## src/rtl/dts_pkg.sv

```systemverilog
// ----------------------------------------------------------------------------
// Digit transition sequencer package
// Shared widths, codes, state type and digit-to-channel mapping.
// ----------------------------------------------------------------------------
package dts_pkg;

  // Field and datapath widths.
  localparam int NUM_DIGITS = 10;
  localparam int DUTY_BITS  = 12;
  localparam int CH_W       = 4;
  localparam int DIGIT_W    = 4;
  localparam int STEP_W     = 16;
  localparam int MODE_W     = 2;
  localparam int CFG_IDX_W  = 1;
  localparam int PROD_W     = DUTY_BITS + STEP_W;
  localparam int CNT_W      = $clog2(DUTY_BITS);
  localparam int RES_W      = 2;
  localparam int MAX_RES    = 3;

  // Channel wiring: digit d sits on channel PIN_BASE - d, except digits 0 and 1.
  localparam logic [CH_W-1:0] PIN_BASE   = CH_W'(11);
  localparam logic [CH_W-1:0] CH_DIGIT_0 = CH_W'(1);
  localparam logic [CH_W-1:0] CH_DIGIT_1 = CH_W'(0);

  // Configuration register indexes.
  localparam logic [CFG_IDX_W-1:0] REG_MODE   = CFG_IDX_W'(0);
  localparam logic [CFG_IDX_W-1:0] REG_BRIGHT = CFG_IDX_W'(1);

  // Command codes.
  localparam logic CMD_TICK = 1'b0;
  localparam logic CMD_SET  = 1'b1;

  // Transition modes; the spare code behaves as a plain switch.
  typedef enum logic [MODE_W-1:0] {
    MODE_NORMAL  = 2'd0,
    MODE_FADE    = 2'd1,
    MODE_SHUFFLE = 2'd2,
    MODE_SPARE   = 2'd3
  } mode_t;

  // Sequencer states.
  typedef enum logic [1:0] {
    ST_IDLE,
    ST_MUL,
    ST_DIV,
    ST_EMIT
  } state_t;

  // Map a digit to its PWM channel. Codes above nine wrap modulo ten.
  function automatic logic [CH_W-1:0] digit_to_channel(input logic [DIGIT_W-1:0] d);
    logic [DIGIT_W-1:0] r;
    r = (d >= DIGIT_W'(NUM_DIGITS)) ? d - DIGIT_W'(NUM_DIGITS) : d;
    case (r)
      DIGIT_W'(0): digit_to_channel = CH_DIGIT_0;
      DIGIT_W'(1): digit_to_channel = CH_DIGIT_1;
      default:     digit_to_channel = PIN_BASE - CH_W'(r);
    endcase
  endfunction

endpackage

```

## src/rtl/digit_transition_sequencer.sv

```systemverilog
// ----------------------------------------------------------------------------
// Digit transition sequencer
// Turns set and tick commands into channel/duty writes for a ten-channel
// PWM display, with plain, cross-fade and shuffle transitions.
// ----------------------------------------------------------------------------
// A set beat gives no results. A tick beat in plain or shuffle mode places
// its two or three results into the output register at one per cycle while
// the output side does not stall. A fading tick first runs a shift-and-add
// multiplier and a restoring divider, each one bit per cycle over the twelve
// duty bits. The block takes a new input beat as soon as the last result of
// the previous one sits in the output register; after a tick that gives no
// results it stays ready for the next beat.
module digit_transition_sequencer
  import dts_pkg::*;
(
  input  logic                 clk,
  input  logic                 rst,
  // Configuration writes
  input  logic                 cfg_we,
  input  logic [CFG_IDX_W-1:0] cfg_index,
  input  logic [DUTY_BITS-1:0] cfg_data,
  // Command input
  input  logic                 in_valid,
  output logic                 in_ready,
  input  logic                 cmd,
  input  logic [DIGIT_W-1:0]   digit,
  input  logic [STEP_W-1:0]    steps,
  // Channel write output
  output logic                 out_valid,
  input  logic                 out_ready,
  output logic [CH_W-1:0]      channel,
  output logic [DUTY_BITS-1:0] duty,
  output logic                 last
);

  localparam logic [CNT_W-1:0] CNT_LAST = CNT_W'(DUTY_BITS - 1);

  // Configuration registers
  mode_t                mode;
  logic [DUTY_BITS-1:0] bright;

  // Transition state
  logic [CH_W-1:0]      cur_ch;
  logic [CH_W-1:0]      tgt_ch;
  logic [STEP_W-1:0]    total;
  logic [STEP_W-1:0]    idx;
  logic                 in_tr;
  logic [DIGIT_W-1:0]   shuf_digit;

  // Sequencer and serial arithmetic
  state_t               state;
  state_t               state_next;
  logic [PROD_W-1:0]    acc;
  logic [STEP_W-1:0]    mult;
  logic [DUTY_BITS-1:0] mcand;
  logic [CNT_W-1:0]     bit_cnt;

  // Pending result list
  logic [CH_W-1:0]      res_ch   [MAX_RES];
  logic [DUTY_BITS-1:0] res_duty [MAX_RES];
  logic [RES_W-1:0]     res_cnt;
  logic [RES_W-1:0]     res_sel;

  // Control terms
  logic                 accept;
  logic                 out_free;
  logic                 active;
  logic                 fade_go;
  logic                 list_go;
  logic                 mul_done;
  logic                 div_done;
  logic                 emit_load;
  logic                 emit_last;
  logic [STEP_W-1:0]    idx_inc;
  logic [DIGIT_W-1:0]   shuf_prev;

  // Divider step terms
  logic [STEP_W:0]      div_r2;
  logic [STEP_W:0]      div_diff;
  logic                 div_ge;
  logic [STEP_W-1:0]    div_rem;
  logic [DUTY_BITS-1:0] div_quo;

  // Configuration register writes.
  always_ff @(posedge clk) begin
    if (rst) begin
      mode   <= MODE_NORMAL;
      bright <= '1;
    end else if (cfg_we) begin
      unique case (cfg_index)
        REG_MODE:   mode   <= mode_t'(cfg_data[MODE_W-1:0]);
        REG_BRIGHT: bright <= cfg_data;
      endcase
    end
  end

  // Shared combinational terms.
  assign idx_inc   = idx + STEP_W'(1);
  assign active    = in_tr && (idx < total);
  assign shuf_prev = (shuf_digit == '0) ? DIGIT_W'(NUM_DIGITS - 1)
                                        : shuf_digit - DIGIT_W'(1);

  // One restoring division step: bring down the next dividend bit.
  assign div_r2   = {acc[PROD_W-1:DUTY_BITS], acc[DUTY_BITS-1]};
  assign div_diff = div_r2 - {1'b0, total};
  assign div_ge   = (div_r2 >= {1'b0, total});
  assign div_rem  = div_ge ? div_diff[STEP_W-1:0] : div_r2[STEP_W-1:0];
  assign div_quo  = {acc[DUTY_BITS-2:0], div_ge};

  // Sequencer control outputs; no beat is taken while reset is held.
  always_comb begin
    in_ready  = (state == ST_IDLE) && !rst;
    accept    = in_valid && in_ready;
    out_free  = !out_valid || out_ready;
    fade_go   = accept && (cmd == CMD_TICK) && active && (mode == MODE_FADE)
                && (cur_ch != tgt_ch);
    list_go   = accept && (cmd == CMD_TICK) && active && (mode != MODE_FADE);
    mul_done  = (state == ST_MUL) && (bit_cnt == CNT_LAST);
    div_done  = (state == ST_DIV) && (bit_cnt == CNT_LAST);
    emit_load = (state == ST_EMIT) && out_free;
    emit_last = (res_sel == res_cnt - RES_W'(1));
  end

  // Sequencer next state.
  always_comb begin
    state_next = state;
    unique case (state)
      ST_IDLE: begin
        if (fade_go) begin
          state_next = ST_MUL;
        end else if (list_go) begin
          state_next = ST_EMIT;
        end
      end
      ST_MUL: begin
        if (mul_done) state_next = ST_DIV;
      end
      ST_DIV: begin
        if (div_done) state_next = ST_EMIT;
      end
      ST_EMIT: begin
        if (emit_load && emit_last) state_next = ST_IDLE;
      end
    endcase
  end

  always_ff @(posedge clk) begin
    if (rst) begin
      state <= ST_IDLE;
    end else begin
      state <= state_next;
    end
  end

  // Transition state updates on each accepted beat.
  always_ff @(posedge clk) begin
    if (rst) begin
      cur_ch     <= CH_DIGIT_0;
      tgt_ch     <= CH_DIGIT_0;
      total      <= '0;
      idx        <= '0;
      in_tr      <= 1'b0;
      shuf_digit <= '0;
    end else if (accept) begin
      if (cmd == CMD_SET) begin
        total      <= steps;
        idx        <= '0;
        shuf_digit <= '0;
        cur_ch     <= tgt_ch;
        tgt_ch     <= digit_to_channel(digit);
        in_tr      <= 1'b1;
      end else if (active) begin
        // A fade with nothing to fade, or a plain switch, ends the transition.
        if ((mode == MODE_FADE && cur_ch == tgt_ch) || mode == MODE_NORMAL
            || mode == MODE_SPARE) begin
          in_tr <= 1'b0;
        end
        idx        <= idx_inc;
        shuf_digit <= (shuf_digit == DIGIT_W'(NUM_DIGITS - 1)) ? '0
                                                               : shuf_digit + DIGIT_W'(1);
        if (idx_inc == total) cur_ch <= tgt_ch;
      end else begin
        in_tr  <= 1'b0;
        cur_ch <= tgt_ch;
      end
    end
  end

  // Serial arithmetic: shift-and-add multiply, then restoring divide.
  always_ff @(posedge clk) begin
    if (rst) begin
      bit_cnt <= '0;
    end else if (fade_go || mul_done || div_done) begin
      bit_cnt <= '0;
    end else if (state == ST_MUL || state == ST_DIV) begin
      bit_cnt <= bit_cnt + CNT_W'(1);
    end
  end

  always_ff @(posedge clk) begin
    if (fade_go) begin
      acc   <= '0;
      mult  <= idx_inc;
      mcand <= bright;
    end else if (state == ST_MUL) begin
      acc   <= {acc[PROD_W-2:0], 1'b0} + (mcand[DUTY_BITS-1] ? PROD_W'(mult) : '0);
      mcand <= {mcand[DUTY_BITS-2:0], 1'b0};
    end else if (state == ST_DIV) begin
      acc   <= {div_rem, div_quo};
    end
  end

  // Result list: channels are fixed at accept time, fade duties after the divide.
  always_ff @(posedge clk) begin
    if (fade_go) begin
      res_ch[0] <= cur_ch;
      res_ch[1] <= tgt_ch;
      res_cnt   <= RES_W'(2);
    end else if (list_go) begin
      res_ch[0]   <= cur_ch;
      res_duty[0] <= '0;
      if (mode == MODE_SHUFFLE) begin
        res_ch[1]   <= digit_to_channel(shuf_prev);
        res_duty[1] <= '0;
        res_ch[2]   <= (idx_inc < total) ? digit_to_channel(shuf_digit) : tgt_ch;
        res_duty[2] <= bright;
        res_cnt     <= RES_W'(3);
      end else begin
        res_ch[1]   <= tgt_ch;
        res_duty[1] <= bright;
        res_cnt     <= RES_W'(2);
      end
    end else if (div_done) begin
      // The old channel takes the brightness less the ceiling of the new share.
      res_duty[1] <= div_quo;
      res_duty[0] <= bright - div_quo - DUTY_BITS'(div_rem != '0);
    end
  end

  // Output register: one result beat per cycle while the sink keeps up.
  always_ff @(posedge clk) begin
    if (rst) begin
      out_valid <= 1'b0;
      res_sel   <= '0;
    end else begin
      if (fade_go || list_go) begin
        res_sel <= '0;
      end else if (emit_load) begin
        res_sel <= res_sel + RES_W'(1);
      end
      if (emit_load) begin
        out_valid <= 1'b1;
      end else if (out_ready) begin
        out_valid <= 1'b0;
      end
    end
  end

  always_ff @(posedge clk) begin
    if (emit_load) begin
      channel <= res_ch[res_sel];
      duty    <= res_duty[res_sel];
      last    <= emit_last;
    end
  end

endmodule

```

## config.mk

```make
export PLATFORM = sky130hd
export DESIGN_NAME = digit_transition_sequencer
export DESIGN_NICKNAME = d
export VERILOG_FILES = /design/src/rtl/dts_pkg.sv /design/src/rtl/digit_transition_sequencer.sv
export SDC_FILE = /design/constraint.sdc
export NUM_CORES = 1
export LEC_CHECK = 0
export ABC_AREA = 1
export BUFFER_PORTS_ARGS = -buffer_cell sky130_fd_sc_hd__buf_4
export CAP_MARGIN = 30
export CORE_ASPECT_RATIO = 1.4
export CORE_MARGIN = 3
export CORE_UTILIZATION = 50
export CTS_CLUSTER_SIZE = 8
export DETAILED_ROUTE_END_ITERATION = 12
export HOLD_SLACK_MARGIN = 0.02
export PLACE_DENSITY = 0.7
export RECOVER_POWER = 100
export SYNTH_ARGS = -nofsm -noshare
export SYNTH_HDL_FRONTEND = slang
export SYNTH_SLANG_ARGS = --single-unit
```

## constraint.sdc

```tcl
create_clock -name clk -period 6.5 [get_ports clk]
set_input_delay 0.65 -clock clk [delete_from_list [all_inputs] [get_ports clk]]
set_output_delay 0.65 -clock clk [all_outputs]
set_load 0.02 [all_outputs]
```

* Yosys cells after proc, flatten, opt, wreduce, memory -nomap -nowiden *
Memory sizes are Yosys's and may differ from the RTL's. A register that Yosys moved wholly into a read port is not among the register bits.
Cells that the tools add are included.

storage, ports and cells
  bits in registers = 127
  memory bits (writable) = 48
  bits of input ports = 39
  output and inout bits = 19
  word-level logic and storage cells = 176
  memories = 2

cells by class
  $add $sub $neg = 16
  order comparisons = 6
  equality and inequality tests = 22
  mux-type cells = 63
  bitwise operators = 8
  reduce and logical (&&, ||, !) cells = 42

memories
  name      words  bits a word  read ports  clocked after memory_dff  wr ports  RTL line                          source
  res_duty  3      12           1           1                         3         digit_transition_sequencer.sv:60  logic [DUTY_BITS-1:0] res_duty [MAX_RES];
  res_ch    3      4            1           1                         3         digit_transition_sequencer.sv:59  logic [CH_W-1:0] res_ch [MAX_RES];

operators by type and width
  cell                                                  count
  2-to-1 mux 4 bit                                      20
  2-to-1 mux 16 bit                                     4
  2-to-1 mux 12 bit                                     5
  2-to-1 mux 28 bit                                     2
  < comparator 16 bit                                   2
  adder 28 x 16 -> 28 bit                               1
  case mux 4 bit (2 select lines)                       3
  2-to-1 mux 1 bit                                      23
  >= comparator 17 x 16 -> 1 bit                        1
  adder 16 x 1 -> 16 bit (second input constant)        1
  equality test 16 bit                                  1
  zero test 4 bit                                       4
  nonzero test 16 bit                                   1
  subtractor 16 bit                                     1
  logical AND 1 bit                                     13
  equality test 4 x 1 -> 1 bit (second input constant)  3
  >= comparator 4 bit (second input constant)           3
  AND reduction 2 bit                                   6
  subtractor 12 x 1 -> 12 bit                           1
  subtractor 12 bit                                     1
  subtractor 4 bit (first input constant)               3
  subtractor 4 bit (second input constant)              3
  2-to-1 mux 2 bit                                      5
  adder 4 x 1 -> 4 bit (second input constant)          2
  other kinds (22)                                      48

* Logic depth before layout (Yosys ltp) *
  depth after elaboration = 11
  depth in mapped cells = 34
  gate-level depth less buffers = 34

* Worst setup path after synthesis *
No wires, ideal clock.

  kind = reg2reg
  start = reg acc[19]
  end = mem res_duty[0][6] (data pin)
  library setup time = 0.255 ns
  data arrival time = 4.111 ns
  data required time = 6.245 ns
  setup slack = 2.133 ns
  cell stages (with the launch flop) = 31
  path buffers = 1
  clock period less this slack = 4.367 ns
  cell sequence = dfxtp_1 > ha_1 > nand2_1 > inv_1 > nand2_1 > nand2_1 > a21oi_1 > nand2_2 > nand2_4 > nand2_8 > buf_8 > nand2_2 > nand2_1 > nor2_1 > nand2_1 > nor2_1 > nand2_1 > fa_1 > inv_1 > ha_1 > or2_2 > fa_1 > nor2_1 > inv_1 > nand2_1 > nand2_1 > and2_1 > o21ai_0 > nand2_1 > xor2_1 > nor2_1

RTL lines
  item                    RTL line                           source
  from (decl)             digit_transition_sequencer.sv:53   logic [PROD_W-1:0] acc;
  from (signal assigned)  digit_transition_sequencer.sv:206  acc <= {acc[PROD_W-2:0], 1'b0} + (mcand[DUTY_BITS-1] ? PROD_W'(mult) : '0);
  from (signal assigned)  digit_transition_sequencer.sv:209  acc <= {div_rem, div_quo};
  to (decl)               digit_transition_sequencer.sv:60

==> flow_metrics.tcl <==
set metrics [dict create \
    status "complete, but fails checks" \
    violations "max-capacitance violations, max-slew violations" \
    layout_commonest_cell "nand2_1" \
    startpoint "acc[22]" \
    timing.setup.tns_ns 0 \
    finalWeightedCongestion 0.983 \
    port_buffers 57 \
    finalCritPeriodShare 0.827 \
    tightest_slew_ns 1.92 \
    drtPass1Iterations 6 \
    cp-start-kind "register" \
    cp_slowest_cell "a21oi_2" \
    finalNetCount 1888 \
    dpl.hpwl_mm 25.0 \
    vias 11100 \
    max_slew_margin -0.279 \
    stdcell_count 2067 \
    max_stage_delay_ns 0.71 \
    grtUsageTotal 0.242 \
    start_util 0.515 \
    clkPwrFrac 0.197 \
    clkTransAtPathRegs_ns 0.07 \
    post_cts_resized 0 \
    ant_nets 0 \
    skew_ns 0.0113 \
    design_area_um2 13600 \
    syn_avg_cell_area_um2 7.31 \
    async_flop_share 0 \
    hold_class "input pin to register" \
    cts_buffers 17 \
    synthToLayoutAreaGrowth_pct 9.03 \
    viasPerCell 5.35 \
    grt_pass1_wl_mm 52.6 \
    r2r-start "acc[22]" \
    whs_ns 0.420 \
    min_from "digit[0]" \
    synth_edf_count 93 \
    synth_ff_type "dfxtp_1" \
    worstSetupEndpoint "res_duty[0][10]" \
    fin_ws_ns 1.13 \
    drc 0 \
    routedWlPerCell_um 15.6 \
    cts.path.max_buffers 2 \
    h-tree-depth 4 \
    post-place-ws_ns 1.47 \
    layout_common_cells "467 x nand2_1, 245 x inv_1, 154 x a21oi_1, 132 x nor2_1, 115 x nand3_1" \
    grt_max_degree 42 \
    synth_area_um2 12500 \
    r2r_cells 29 \
    antenna_found_initial 0 \
    clock_latency_ns 0.44 \
    dpl_cell_area_um2 13200 \
    rows 67 \
    diodes 0 \
    synth_seq_cells 190 \
    swShare 0.453 \
    vdd_drop_max_v 0.000242 \
    setup-violations-final 0 \
    crit_path_max_fanout 19 \
    p_int_mw 3.01 \
    hold_viol 0 \
    grt_pass1_vias 10400 \
    path_class "register to register" \
    overflow 0 \
    fin_util 0.562 \
    cts_setup_buffers 0 \
    p_sw_mw 2.49 \
    dp.cells 2035 \
    cap_viol_max_count 4 \
    drtIter0Drc 782 \
    dieArea_um2 26900 \
    reg2reg_slack_ns 1.13 \
    die_w_um 140 \
    p_leak_nw 6.41 \
    fmax_mhz 186 \
    cts-root-buf "clkbuf_16" \
    ys_seq_area_frac 0.379 \
    ioPinCount 58 \
    die_y_um 193 \
    cts_sinks 190 \
    synthesis.nets 1852 \
    combPwrFrac 0.513 \
    cts_tree "done" \
    fin_crit_ns 5.37 \
    rsz0062_at_grt "no" \
    cp.required_ns 6.65 \
    core_area_um2 24200 \
    r2r_end "res_duty[0][10]" \
    netlist_instances 1708 \
    ys_types 50 \
    power_density_nw_per_um2 404 \
    synth-warning-count 0 \
    end_kind "register" \
    final_max_slew_viol_count 156 \
    crit_top_cell "nand2_1" \
    seq_power_share 0.290 \
    arrival_ns 5.53 \
    finalPower_mw 5.50 \
    routed_wl_mm 32.3 \
    layout-drive-gt1-share 0.0552 \
    cts_hold_buffers 0 \
]
[final cells by class]
type,count,area (µm²)
Fill cell,2302,10600
Multi-Input combinational cell,1217,6530
Sequential cell,190,4730
Inverter,252,946
Clock buffer,19,433
Timing Repair Buffer,66,422
Tap cell,310,388
Clock inverter,13,163
[state kept, by name (all words and copies together) (netlist names), 2 cells and up]
signal / cells
acc: 28
total: 16
state: 2
mode: 2
idx: 16
duty: 12
tgt_ch: 4
cur_ch: 4
mcand: 12
res_ch: 12
shuf_digit: 4
bright: 12
res_duty: 36
channel: 4
bit_cnt: 4
res_sel: 2
mult: 16
[worst min-delay path by stage]
stage,end,slack [ns],cells past startpoint
final,tgt_ch[0],0.42,2
after CTS,tgt_ch[0],0.41,2
after global placement,res_duty[2][2],0.44,0
after detailed placement,res_duty[2][8],0.44,0
after floorplan,res_ch[0][1],0.43,0
after global routing,tgt_ch[0],0.42,2
[synthesized netlist by cell type, types with 2 or more instances]
cell | n | share of area
nand2_1 | 466 | 0.14
inv_1 | 245 | 0.074
a21oi_1 | 154 | 0.062
nor2_1 | 128 | 0.038
nand3_1 | 115 | 0.046
ha_1 | 101 | 0.10
dfxtp_1 | 97 | 0.16
edfxtp_1 | 93 | 0.22
o21ai_0 | 82 | 0.033
clkbuf_1 | 31 | 0.0093
xor2_1 | 29 | 0.020
nand4_1 | 18 | 0.0090
nor3_1 | 15 | 0.0060
buf_2 | 14 | 0.0056
o211ai_1 | 13 | 0.0078
nand2_2 | 11 | 0.0055
xnor2_1 | 11 | 0.0077
nor2_2 | 7 | 0.0035
nor4_1 | 7 | 0.0035
o21ai_1 | 7 | 0.0028
clkinv_1 | 4 | 0.0012
fa_1 | 4 | 0.0064
nand3b_1 | 4 | 0.0024
o21bai_1 | 4 | 0.0024
or2_2 | 4 | 0.0020
a21o_1 | 3 | 0.0018
and2_1 | 3 | 0.0015
inv_2 | 3 | 0.00090
o21a_1 | 3 | 0.0018
o22ai_1 | 3 | 0.0015
a211oi_1 | 2 | 0.0012
a21oi_2 | 2 | 0.0014
a22oi_1 | 2 | 0.0012
buf_4 | 2 | 0.0012
nand3_2 | 2 | 0.0016
nand4_2 | 2 | 0.0020
nor3_2 | 2 | 0.0016
nor3b_2 | 2 | 0.0020
o221ai_1 | 2 | 0.0014
[cell families after synthesis]
| logic type | count (synthesis) | synth area share |
|---|---|---|
| adder cells (fa/ha/maj) | 105 | 0.108 |
| AO/OA/AOI/OAI | 281 | 0.121 |
| AND/OR/NAND/NOR | 791 | 0.270 |
| XOR/XNOR | 40 | 0.0281 |
| flip-flops | 190 | 0.379 |
| buffers and inverters | 301 | 0.0940 |
[worst max-delay path, delay by kind of cell (launching register included)]
kind | cells | cell delay [ns]
AND/OR/NAND/NOR | 20 | 2.10
flip-flops | 1 | 0.49
AO/OA/AOI/OAI | 3 | 0.93
adder cells (fa/ha/maj) | 4 | 1.44
buffers and inverters | 2 | 0.11
[power groups by stage]
stage | Combinational (mW) | Clock [mW] | Sequential [mW]
3_5_place_dp | 2.82 | 0 | 1.62
4_1_cts | 2.83 | 1.09 | 1.60
3_3_place_gp | 2.77 | 0 | 1.62
5_1_grt | 3.22 | 1.14 | 1.62
2_1_floorplan | 2.20 | 0 | 1.55
6_report | 2.82 | 1.08 | 1.60
[metal layers]
layer / up-vias / track usage / wire, µm
li1: 5647 / - / -
met1: 5055 / 0.279 / 13200
met2: 278 / 0.449 / 16500
met3: 70 / 0.0262 / 1080
met4: 0 / 0.117 / 1470
met5: - / 0 / 0
(Power assumes the default switching activity.)
